===== config.mk =====
export PLATFORM = sky130hd
export DESIGN_NAME = echo_fill_level_monitor
export DESIGN_NICKNAME = d
export VERILOG_FILES = /design/src/hw/rtl/eflm_pkg.sv /design/src/hw/rtl/echo_fill_level_monitor.sv /design/src/hw/rtl/eflm_div.sv /design/src/hw/rtl/eflm_outq.sv
export SDC_FILE = /design/constraint.sdc
export NUM_CORES = 1
export LEC_CHECK = 0
export BUFFER_PORTS_ARGS = -buffer_cell sky130_fd_sc_hd__buf_2
export CORE_ASPECT_RATIO = 1.4
export CORE_MARGIN = 2
export CORE_UTILIZATION = 50
export CTS_CLUSTER_SIZE = 25
export DETAILED_ROUTE_END_ITERATION = 8
export GPL_ROUTABILITY_DRIVEN = 0
export GPL_TIMING_DRIVEN = 1
export PLACE_DENSITY_LB_ADDON = 0.2
export SETUP_SLACK_MARGIN = 0.5
export SLEW_MARGIN = 20
export SYNTH_ARGS = -nofsm -noshare
export SYNTH_HDL_FRONTEND = slang
export SYNTH_SLANG_ARGS = --single-unit

===== constraint.sdc =====
create_clock -name clk -period 10.6 [get_ports clk]
set_clock_uncertainty 0.15 [all_clocks]
set_input_delay 0.53 -clock clk [delete_from_list [all_inputs] [get_ports clk]]
set_output_delay 0.53 -clock clk [all_outputs]
set_load 0.005 [all_outputs]

===== src/hw/rtl/eflm_pkg.sv =====
`timescale 1ns / 1ps

package eflm_pkg;

    localparam int DISTANCE_BITS_DEFAULT = 12;

    localparam int CFG_W  = 12;
    localparam int RIM_W  = 8;
    localparam int NCAL_W = 8;
    localparam int LVL_W  = 4;
    localparam int NUM_W  = 16;
    localparam int ADDR_W = 2;

    localparam logic [CFG_W-1:0]  BASE_RESET = 12'd537;
    localparam logic [CFG_W-1:0]  TOL_RESET  = 12'd100;
    localparam logic [RIM_W-1:0]  RIM_RESET  = 8'd25;
    localparam logic [NCAL_W-1:0] NCAL_RESET = 8'd63;

    localparam logic [LVL_W-1:0] LEVEL_MAX = 4'd13;

    localparam logic [ADDR_W-1:0] REG_BASE_HEIGHT = 2'd0;
    localparam logic [ADDR_W-1:0] REG_TOLERANCE   = 2'd1;
    localparam logic [ADDR_W-1:0] REG_RIM_OFFSET  = 2'd2;
    localparam logic [ADDR_W-1:0] REG_CAL_SAMPLES = 2'd3;

    typedef enum logic [1:0] {
        PH_CAL  = 2'd0,
        PH_RAW  = 2'd1,
        PH_FILL = 2'd2
    } phase_t;

    typedef enum logic [1:0] {
        EV_RESET    = 2'd0,
        EV_PRESENT  = 2'd1,
        EV_PROGRESS = 2'd2,
        EV_FULL     = 2'd3
    } event_t;

    typedef enum logic [1:0] {
        ST_IDLE = 2'd0,
        ST_DIV  = 2'd1,
        ST_EMIT = 2'd2
    } state_t;

    typedef struct packed {
        event_t           ev;
        logic [LVL_W-1:0] lvl;
        logic             last;
    } res_t;

    typedef struct packed {
        logic             start;
        logic [NUM_W-1:0] num;
        logic [CFG_W-1:0] den;
    } div_req_t;

    typedef struct packed {
        logic             done;
        logic [NUM_W-1:0] quot;
    } div_rsp_t;

endpackage


===== src/hw/rtl/echo_fill_level_monitor.sv =====
`timescale 1ns / 1ps

// echo fill level monitor
// input beats on s_axis: tdata carries the echo time, tuser is the action
// (0 new sample, 1 reset system). results leave on m_axis: tuser is the event
// (reset done, cup present, level progress, cup full), tdata the fill level,
// tlast marks the final result of one input beat. an input may cause no result.
// registers are written on the cfg channel (index, data); write them only while
// the block is idle, the block itself does not enforce it. cfg_ready is always high.
// an input beat is taken only in the idle state. a beat without a level update
// goes from acceptance straight to the emit state; a filling sample that needs
// a level first runs through the 16-step serial divider. the block takes no new
// beat until it has queued every result of the current one. the divider sets
// the worst case rate.
// results wait in a two-entry output queue, so a stalled receiver only holds the
// block once the queue cannot take the results of the current beat.
// reset returns all registers but the level register to their defaults, the
// phase to calibration and empties the output queue.

module echo_fill_level_monitor
#(
    parameter int DISTANCE_BITS = eflm_pkg::DISTANCE_BITS_DEFAULT
)
(
    input  logic                                   clk,
    input  logic                                   rst_n,
    input  logic                                   s_axis_tvalid,
    output logic                                   s_axis_tready,
    input  logic [((DISTANCE_BITS + 7) / 8) * 8-1:0] s_axis_tdata,  // echo_time
    input  logic                                   s_axis_tuser,  // action
    output logic                                   m_axis_tvalid,
    input  logic                                   m_axis_tready,
    output logic [7:0]                             m_axis_tdata,  // fill_level
    output logic [1:0]                             m_axis_tuser,  // event_res
    output logic                                   m_axis_tlast,
    input  logic                                   cfg_valid,
    output logic                                   cfg_ready,
    input  logic [eflm_pkg::ADDR_W-1:0]            cfg_addr,
    input  logic [eflm_pkg::CFG_W-1:0]             cfg_data
);

    localparam int DB = DISTANCE_BITS;
    localparam int CW = ((DB > eflm_pkg::CFG_W) ? DB : eflm_pkg::CFG_W) + 1;
    localparam int FW = DB + 1;
    localparam int LW = eflm_pkg::LVL_W;
    localparam int NW = eflm_pkg::NUM_W;
    localparam int KW = eflm_pkg::CFG_W;
    localparam logic [CW-1:0] BASE_RST_EXT = CW'(eflm_pkg::BASE_RESET);

    // configuration
    logic [KW-1:0]                   base_reg;
    logic [KW-1:0]                   tol_reg;
    logic [eflm_pkg::RIM_W-1:0]      rim_reg;
    logic [eflm_pkg::NCAL_W-1:0]     ncal_reg;

    // state
    eflm_pkg::state_t                state_reg, state_next;
    eflm_pkg::phase_t                phase_reg, phase_next;
    logic [7:0]                      cnt_reg, cnt_next;
    logic [DB-1:0]                   cup_reg, cup_next;
    logic [FW-1:0]                   ft_reg, ft_next;
    logic [DB-1:0]                   ld_reg, ld_next;
    logic [LW-1:0]                   disp_reg, disp_next;
    logic                            flag_reset_reg, flag_reset_next;
    logic                            flag_pres_reg, flag_pres_next;
    logic                            flag_prog_reg, flag_prog_next;
    logic                            flag_full_reg, flag_full_next;
    logic                            emit_idx_reg, emit_idx_next;
    logic [LW-1:0]                   lvl_reg, lvl_next;

    logic                            in_acc;
    logic [DB-1:0]                   echo;
    logic [CW-1:0]                   echo_ext, ld_ext, tol_ext, ft_ext, base_ext;
    logic [CW-1:0]                   new_ld_ext, base_diff, den_diff;
    logic [DB-1:0]                   new_ld;
    logic                            reject;
    logic                            need_div;
    logic [KW-1:0]                   num_base;
    logic [DB-1:0]                   cal_cup;
    logic [7:0]                      cal_cnt;
    logic [7:0]                      cal_need;
    logic [FW-1:0]                   cal_ft;
    logic [LW-1:0]                   div_lvl;
    logic                            prog_first;

    eflm_pkg::div_req_t              div_req;
    eflm_pkg::div_rsp_t              div_rsp;
    logic                            q_push;
    logic                            q_full;
    eflm_pkg::res_t                  q_res;

    assign in_acc        = s_axis_tvalid && s_axis_tready;
    assign s_axis_tready = state_reg == eflm_pkg::ST_IDLE;
    assign cfg_ready     = 1'b1;

    // register writes
    always_ff @(posedge clk or negedge rst_n)
    begin
        if (!rst_n)
        begin
            base_reg <= eflm_pkg::BASE_RESET;
            tol_reg  <= eflm_pkg::TOL_RESET;
            rim_reg  <= eflm_pkg::RIM_RESET;
            ncal_reg <= eflm_pkg::NCAL_RESET;
        end
        else if (cfg_valid && cfg_ready)
        begin
            unique case (cfg_addr)
                eflm_pkg::REG_BASE_HEIGHT: base_reg <= cfg_data;
                eflm_pkg::REG_TOLERANCE:   tol_reg  <= cfg_data;
                eflm_pkg::REG_RIM_OFFSET:  rim_reg  <= cfg_data[eflm_pkg::RIM_W-1:0];
                eflm_pkg::REG_CAL_SAMPLES: ncal_reg <= cfg_data[eflm_pkg::NCAL_W-1:0];
                default: ;
            endcase
        end
    end

    // sample datapath
    always_comb
    begin
        echo       = s_axis_tdata[DB-1:0];
        echo_ext   = CW'(echo);
        ld_ext     = CW'(ld_reg);
        tol_ext    = CW'(tol_reg);
        ft_ext     = CW'(ft_reg);
        base_ext   = CW'(base_reg);
        reject     = (echo_ext > ld_ext + tol_ext) || (echo_ext + tol_ext < ld_ext);
        new_ld     = reject ? ld_reg : echo;
        new_ld_ext = CW'(new_ld);
        need_div   = (new_ld != '0) && (ft_ext < base_ext) && (new_ld_ext < base_ext);
        base_diff  = base_ext - new_ld_ext;
        den_diff   = base_ext - ft_ext;
        num_base   = base_diff[KW-1:0];
        cal_cup    = ((echo != '0) && (echo < cup_reg)) ? echo : cup_reg;
        cal_cnt    = cnt_reg + 8'd1;
        cal_need   = (ncal_reg == '0) ? 8'd1 : ncal_reg;
        cal_ft     = FW'(cal_cup) + FW'(rim_reg);
        div_lvl    = (div_rsp.quot > NW'(eflm_pkg::LEVEL_MAX)) ?
                     eflm_pkg::LEVEL_MAX : div_rsp.quot[LW-1:0];
    end

    // result selection
    always_comb
    begin
        prog_first = !emit_idx_reg && flag_prog_reg;
        if (prog_first)
        begin
            q_res.ev = eflm_pkg::EV_PROGRESS;
        end
        else if (flag_reset_reg)
        begin
            q_res.ev = eflm_pkg::EV_RESET;
        end
        else if (flag_pres_reg)
        begin
            q_res.ev = eflm_pkg::EV_PRESENT;
        end
        else
        begin
            q_res.ev = eflm_pkg::EV_FULL;
        end
        q_res.lvl  = prog_first ? lvl_reg : '0;
        q_res.last = !(prog_first && flag_full_reg);
    end

    always_ff @(posedge clk or negedge rst_n)
    begin
        if (!rst_n)
        begin
            state_reg <= eflm_pkg::ST_IDLE;
        end
        else
        begin
            state_reg <= state_next;
        end
    end

    always_comb
    begin
        state_next      = state_reg;
        phase_next      = phase_reg;
        cnt_next        = cnt_reg;
        cup_next        = cup_reg;
        ft_next         = ft_reg;
        ld_next         = ld_reg;
        disp_next       = disp_reg;
        flag_reset_next = flag_reset_reg;
        flag_pres_next  = flag_pres_reg;
        flag_prog_next  = flag_prog_reg;
        flag_full_next  = flag_full_reg;
        emit_idx_next   = emit_idx_reg;
        lvl_next        = lvl_reg;
        div_req         = '0;
        q_push          = 1'b0;
        unique case (state_reg)
            eflm_pkg::ST_IDLE:
            begin
                if (in_acc)
                begin
                    flag_reset_next = 1'b0;
                    flag_pres_next  = 1'b0;
                    flag_prog_next  = 1'b0;
                    flag_full_next  = 1'b0;
                    emit_idx_next   = 1'b0;
                    state_next      = eflm_pkg::ST_EMIT;
                    if (s_axis_tuser)
                    begin
                        cup_next        = base_ext[DB-1:0];
                        ft_next         = FW'(base_ext[DB-1:0]);
                        disp_next       = '0;
                        phase_next      = eflm_pkg::PH_CAL;
                        cnt_next        = '0;
                        flag_reset_next = 1'b1;
                    end
                    else
                    begin
                        unique case (phase_reg)
                            eflm_pkg::PH_RAW:
                            begin
                                ld_next = echo;
                                if (echo_ext <= ft_ext)
                                begin
                                    flag_full_next = 1'b1;
                                    phase_next     = eflm_pkg::PH_CAL;
                                    cnt_next       = '0;
                                end
                                else
                                begin
                                    phase_next = eflm_pkg::PH_FILL;
                                end
                            end
                            eflm_pkg::PH_FILL:
                            begin
                                ld_next = new_ld;
                                if (new_ld_ext <= ft_ext)
                                begin
                                    flag_full_next = 1'b1;
                                    phase_next     = eflm_pkg::PH_CAL;
                                    cnt_next       = '0;
                                end
                                if (need_div)
                                begin
                                    div_req.start = 1'b1;
                                    div_req.num   = (NW'(num_base) << 4) - (NW'(num_base) << 1);
                                    div_req.den   = den_diff[KW-1:0];
                                    state_next    = eflm_pkg::ST_DIV;
                                end
                            end
                            default:
                            begin
                                ld_next  = echo;
                                cup_next = cal_cup;
                                cnt_next = cal_cnt;
                                if (cal_cnt >= cal_need)
                                begin
                                    ft_next        = cal_ft;
                                    flag_pres_next = 1'b1;
                                    phase_next     = eflm_pkg::PH_RAW;
                                    cnt_next       = '0;
                                end
                            end
                        endcase
                    end
                end
            end
            eflm_pkg::ST_DIV:
            begin
                if (div_rsp.done)
                begin
                    if (div_lvl > disp_reg)
                    begin
                        disp_next      = div_lvl;
                        lvl_next       = div_lvl;
                        flag_prog_next = 1'b1;
                    end
                    state_next = eflm_pkg::ST_EMIT;
                end
            end
            eflm_pkg::ST_EMIT:
            begin
                if (!(flag_reset_reg || flag_pres_reg || flag_prog_reg || flag_full_reg))
                begin
                    state_next = eflm_pkg::ST_IDLE;
                end
                else if (!q_full)
                begin
                    q_push = 1'b1;
                    if (q_res.last)
                    begin
                        state_next = eflm_pkg::ST_IDLE;
                    end
                    else
                    begin
                        emit_idx_next = 1'b1;
                    end
                end
            end
            default:
            begin
                state_next = eflm_pkg::ST_IDLE;
            end
        endcase
    end

    always_ff @(posedge clk or negedge rst_n)
    begin
        if (!rst_n)
        begin
            phase_reg      <= eflm_pkg::PH_CAL;
            cnt_reg        <= '0;
            cup_reg        <= BASE_RST_EXT[DB-1:0];
            ft_reg         <= FW'(BASE_RST_EXT[DB-1:0]);
            ld_reg         <= '0;
            disp_reg       <= '0;
            flag_reset_reg <= 1'b0;
            flag_pres_reg  <= 1'b0;
            flag_prog_reg  <= 1'b0;
            flag_full_reg  <= 1'b0;
            emit_idx_reg   <= 1'b0;
        end
        else
        begin
            phase_reg      <= phase_next;
            cnt_reg        <= cnt_next;
            cup_reg        <= cup_next;
            ft_reg         <= ft_next;
            ld_reg         <= ld_next;
            disp_reg       <= disp_next;
            flag_reset_reg <= flag_reset_next;
            flag_pres_reg  <= flag_pres_next;
            flag_prog_reg  <= flag_prog_next;
            flag_full_reg  <= flag_full_next;
            emit_idx_reg   <= emit_idx_next;
        end
    end

    always_ff @(posedge clk)
    begin
        lvl_reg <= lvl_next;
    end

    eflm_div u_div
    (
        .clk   (clk),
        .rst_n (rst_n),
        .req   (div_req),
        .rsp   (div_rsp)
    );

    eflm_outq u_outq
    (
        .clk           (clk),
        .rst_n         (rst_n),
        .push          (q_push),
        .push_res      (q_res),
        .full          (q_full),
        .m_axis_tvalid (m_axis_tvalid),
        .m_axis_tready (m_axis_tready),
        .m_axis_tdata  (m_axis_tdata),
        .m_axis_tuser  (m_axis_tuser),
        .m_axis_tlast  (m_axis_tlast)
    );

    a_level_bound: assert property (@(posedge clk) disable iff (!rst_n)
        disp_reg <= eflm_pkg::LEVEL_MAX)
        else $error("dispensed level above maximum");

    a_reset_beat: assert property (@(posedge clk) disable iff (!rst_n)
        (in_acc && s_axis_tuser) |=> (state_reg == eflm_pkg::ST_EMIT && flag_reset_reg
                                      && phase_reg == eflm_pkg::PH_CAL))
        else $error("reset action not followed by reset result");

    a_div_done_state: assert property (@(posedge clk) disable iff (!rst_n)
        div_rsp.done |-> state_reg == eflm_pkg::ST_DIV)
        else $error("division finished outside divide state");

    a_single_pair: assert property (@(posedge clk) disable iff (!rst_n)
        (state_reg == eflm_pkg::ST_EMIT) |-> !(flag_reset_reg && flag_pres_reg))
        else $error("conflicting result flags");

endmodule


===== src/hw/rtl/eflm_div.sv =====
`timescale 1ns / 1ps

module eflm_div
(
    input  logic                clk,
    input  logic                rst_n,
    input  eflm_pkg::div_req_t  req,
    output eflm_pkg::div_rsp_t  rsp
);

    localparam int NW    = eflm_pkg::NUM_W;
    localparam int DW    = eflm_pkg::CFG_W;
    localparam int CNT_W = $clog2(NW);

    logic             busy_reg, busy_next;
    logic             done_reg, done_next;
    logic [CNT_W-1:0] cnt_reg, cnt_next;
    logic [NW-1:0]    quo_reg, quo_next;
    logic [DW-1:0]    rem_reg, rem_next;
    logic [DW-1:0]    den_reg, den_next;
    logic [DW:0]      rem_sh;
    logic [DW:0]      diff;
    logic             fits;

    // one restoring step per cycle
    always_comb
    begin
        rem_sh    = {rem_reg, quo_reg[NW-1]};
        diff      = rem_sh - {1'b0, den_reg};
        fits      = rem_sh >= {1'b0, den_reg};
        busy_next = busy_reg;
        done_next = 1'b0;
        cnt_next  = cnt_reg;
        quo_next  = quo_reg;
        rem_next  = rem_reg;
        den_next  = den_reg;
        if (req.start)
        begin
            busy_next = 1'b1;
            cnt_next  = '0;
            quo_next  = req.num;
            rem_next  = '0;
            den_next  = req.den;
        end
        else if (busy_reg)
        begin
            quo_next = {quo_reg[NW-2:0], fits};
            rem_next = fits ? diff[DW-1:0] : rem_sh[DW-1:0];
            cnt_next = cnt_reg + 1'b1;
            if (cnt_reg == CNT_W'(NW - 1))
            begin
                busy_next = 1'b0;
                done_next = 1'b1;
            end
        end
    end

    always_ff @(posedge clk or negedge rst_n)
    begin
        if (!rst_n)
        begin
            busy_reg <= 1'b0;
            done_reg <= 1'b0;
            cnt_reg  <= '0;
        end
        else
        begin
            busy_reg <= busy_next;
            done_reg <= done_next;
            cnt_reg  <= cnt_next;
        end
    end

    always_ff @(posedge clk)
    begin
        quo_reg <= quo_next;
        rem_reg <= rem_next;
        den_reg <= den_next;
    end

    assign rsp.done = done_reg;
    assign rsp.quot = quo_reg;

    a_done_after_busy: assert property (@(posedge clk) disable iff (!rst_n)
        done_reg |-> $past(busy_reg))
        else $error("divider done without a running division");

    a_no_restart: assert property (@(posedge clk) disable iff (!rst_n)
        busy_reg |-> !req.start)
        else $error("divider restarted while busy");

    a_rem_below_den: assert property (@(posedge clk) disable iff (!rst_n)
        (busy_reg && !$past(req.start)) |-> (rem_reg < den_reg || den_reg == '0))
        else $error("partial remainder not below divisor");

endmodule


===== src/hw/rtl/eflm_outq.sv =====
`timescale 1ns / 1ps

module eflm_outq
(
    input  logic                        clk,
    input  logic                        rst_n,
    input  logic                        push,
    input  eflm_pkg::res_t              push_res,
    output logic                        full,
    output logic                        m_axis_tvalid,
    input  logic                        m_axis_tready,
    output logic [7:0]                  m_axis_tdata,  // fill_level
    output logic [1:0]                  m_axis_tuser,  // event_res
    output logic                        m_axis_tlast
);

    eflm_pkg::res_t slot_reg [2];
    logic           wr_ptr_reg, rd_ptr_reg;
    logic [1:0]     count_reg;
    logic           pop;
    eflm_pkg::res_t head;

    assign pop           = m_axis_tvalid && m_axis_tready;
    assign full          = count_reg == 2'd2;
    assign m_axis_tvalid = count_reg != 2'd0;
    assign head          = slot_reg[rd_ptr_reg];
    assign m_axis_tdata  = {{(8 - eflm_pkg::LVL_W){1'b0}}, head.lvl};
    assign m_axis_tuser  = head.ev;
    assign m_axis_tlast  = head.last;

    always_ff @(posedge clk or negedge rst_n)
    begin
        if (!rst_n)
        begin
            wr_ptr_reg <= 1'b0;
            rd_ptr_reg <= 1'b0;
            count_reg  <= 2'd0;
        end
        else
        begin
            if (push)
            begin
                wr_ptr_reg <= !wr_ptr_reg;
            end
            if (pop)
            begin
                rd_ptr_reg <= !rd_ptr_reg;
            end
            count_reg <= count_reg + {1'b0, push} - {1'b0, pop};
        end
    end

    always_ff @(posedge clk)
    begin
        if (push)
        begin
            slot_reg[wr_ptr_reg] <= push_res;
        end
    end

    a_count_bound: assert property (@(posedge clk) disable iff (!rst_n)
        count_reg <= 2'd2)
        else $error("output queue count out of range");

    a_no_overflow: assert property (@(posedge clk) disable iff (!rst_n)
        push |-> !full)
        else $error("push into full output queue");

    a_ptr_balance: assert property (@(posedge clk) disable iff (!rst_n)
        (count_reg == 2'd0 || count_reg == 2'd2) |-> (wr_ptr_reg == rd_ptr_reg))
        else $error("queue pointers disagree with count");

endmodule

==> results.toml <==
[outcome]
status = "finished clean"

[yosys]
seq_area_frac_synth_pct = 33.37
synthArstFlopShare_pct = 65.06
yosys_warnings = 0
synth_cells = 1405
syn_area_um2 = 13050
ys_types = 93
syn_area_per_cell_um2 = 9.287
synth_edf_count = 46
synth_seq_cells = 166
synth_flop_cell = "dfrtp_1"

[clock_tree]
cts_root_buf = "clkbuf_16"
cts_tree = "done"
insertion_delay_ns = 0.46
cts_setup_buffers = 0
h-tree-depth = 4
clk_path_buf_depth = 2
cts_sinks = 166
clk_pin_slew_ns = 0.08
numCtsBuffers = 17

[drt]
via_per_inst = 5.803
firstDrtPassIters = 5
route.antenna.remaining_nets = 0
wl_per_cell_um = 18.97
drc = 0
wl_um = 33630
vias = 10290
drt-initial-drc-count = 547

[floorplan]
die_h_um = 195.1
num_rows = 70
start_util_pct = 50.33
die-area_um2 = 27420
floorplan.core_area_um2 = 25920
die_x_um = 140.5
ios = 50

[global_routing]
grt_pass1_vias = 10340
grt_usage_pct = 25.38
grt_first_pass_wirelength_um = 54170
gr-total-overflow = 0
grt_start_max_net_pins = 75
antenna_found_initial = 1

[run]
drv_cap = 0

[setup_path]
cp.arrival_ns = 9.20
timing_worst_setup_path_type = "flop to flop"
crit_path_start_kind = "flop"
cp_slowest_cell = "dfrtp_1"
max_stage_delay_ns = 0.48
required_ns = 10.65
cp-end-kind = "flop"
worstPathMaxFanout = 16

[finish]
final_common_cell = "ha_1"
nets = 1631
largest_reg_flops = 16
fin_area_um2 = 14140
nFillCells = 2395
syn_to_final_growth_pct = 8.400
final_util_pct = 54.56
layout_common_cells = "ha_1 (155), inv_1 (138), nor2_1 (97), nand2_1 (97), o21ai_0 (93)"
drive_gt1_share_pct = 13.26

[sta]
setup_tns_ns = 0
worst_pin_slew_ns = 1.110
min_period_ns = 9.152
rsz0062_at_grt = "no"
fin_crit_sh_pct = 86.34
hold_violations = 0
maxSlewHeadroom_pct = 26.02
finalSetupViolations = 0
report.final.slew_viol_count = 0
max_freq_ghz = 0.1093
whs_ns = 0.1779

[place]
dpl_cell_area_um2 = 13550
hpwlAfterDp_um = 26290
port_buffers = 40

[min_path]
min_path_type = "input pin to flop"
==> final cells by class <==
cell class | count | area, um2 | area share [%]
Antenna cell | 1 | 2.502 | 0.01769
Multi-Input combinational cell | 1061 | 8004 | 56.59
Sequential cell | 166 | 4354 | 30.78
Timing Repair Buffer | 48 | 265.3 | 1.875
Inverter | 141 | 531.8 | 3.759
Tap cell | 324 | 405.4 | 2.866
Clock inverter | 15 | 156.4 | 1.106
Clock buffer | 17 | 425.4 | 3.008
==> critical path, delay by kind of cell, from the launching register on <==
kind | cells | cell delay (ns)
adder cells (fa/ha/maj) | 7 | 2.15
AND/OR/NAND/NOR | 5 | 0.60
buffers and inverters | 2 | 0.29
XOR/XNOR | 3 | 0.56
multiplexers | 1 | 0.26
flip-flops | 1 | 0.48
AO/OA/AOI/OAI | 19 | 4.41
==> path summary, 6_finish.rpt <==
check                              from                 to  slack, ns  depth (start not counted)
max                           ld_reg[1]  u_div.quo_reg[13]       1.45                         37
min                        cfg_data[10]        tol_reg[10]       0.18                          2
max reg2reg                   ld_reg[1]  u_div.quo_reg[13]       1.45                         37
min reg2reg                  cup_reg[0]         cup_reg[0]       0.31                          2
max in group asynchronous         rst_n         ft_ext[12]       8.43                          3
min in group asynchronous         rst_n   u_div.cnt_reg[0]       0.50                          2
==> synth_stat cells (all sizes together) (24+ instances only) <==
master	instances	area share, %
a21oi	82	3.2
nand2	98	2.9
mux2	65	5.9
edfxtp	46	11
a21o	52	3.0
xnor2	57	3.9
o21ai	97	3.7
dfstp	24	4.8
dfrtp	84	16
nand3	24	0.92
nor2b	24	1.2
inv	139	4.0
clkbuf	26	0.75
nor2	97	2.8
xor2	26	1.8
ha	155	15
==> metal layers <==
metal,up-vias,wire length [um],track usage [%]
met1,4897,13240,28.71
met4,0,1891,13.85
met5,-,0,0
met3,89,1036,3.237
met2,223,17460,46.11
li1,5080,-,-
==> repair_timing <==
action | in CTS | in global routing
hold buffers | 1 | 0
hold endpoints to repair | 31 | 0
resized for setup | 0 | 1
setup endpoints to repair | 0 | 1
==> stage by stage <==
| stage | cells | worst slack, ns |
|---|---|---|
| after floorplan | 1408 | 2.419 |
| after global placement | 1739 | 1.213 |
| after detailed placement | 1739 | 1.036 |
| after CTS | 1772 | 1.235 |
| after global routing | 1773 | 0.6950 |
| final | 1773 | 1.448 |
==> logic make-up (layout without fill, tap and decap cells) <==
| family | Yosys count | count (layout) | synth area share (%) |
|---|---|---|---|
| fa+ha+maj | 167 | 167 | 16.18 |
| compound gates | 358 | 358 | 18.20 |
| other cells | 2 | 6 | 0.05755 |
| buf+inv | 181 | 221 | 5.513 |
| flops | 166 | 166 | 33.37 |
| mux | 84 | 84 | 7.354 |
| simple gates | 364 | 364 | 13.64 |
| xor+xnor | 83 | 83 | 5.686 |
Power is left out: the tool's default activity adds up to more than one toggle a clock period on the data nets, which glitch-free logic cannot reach.
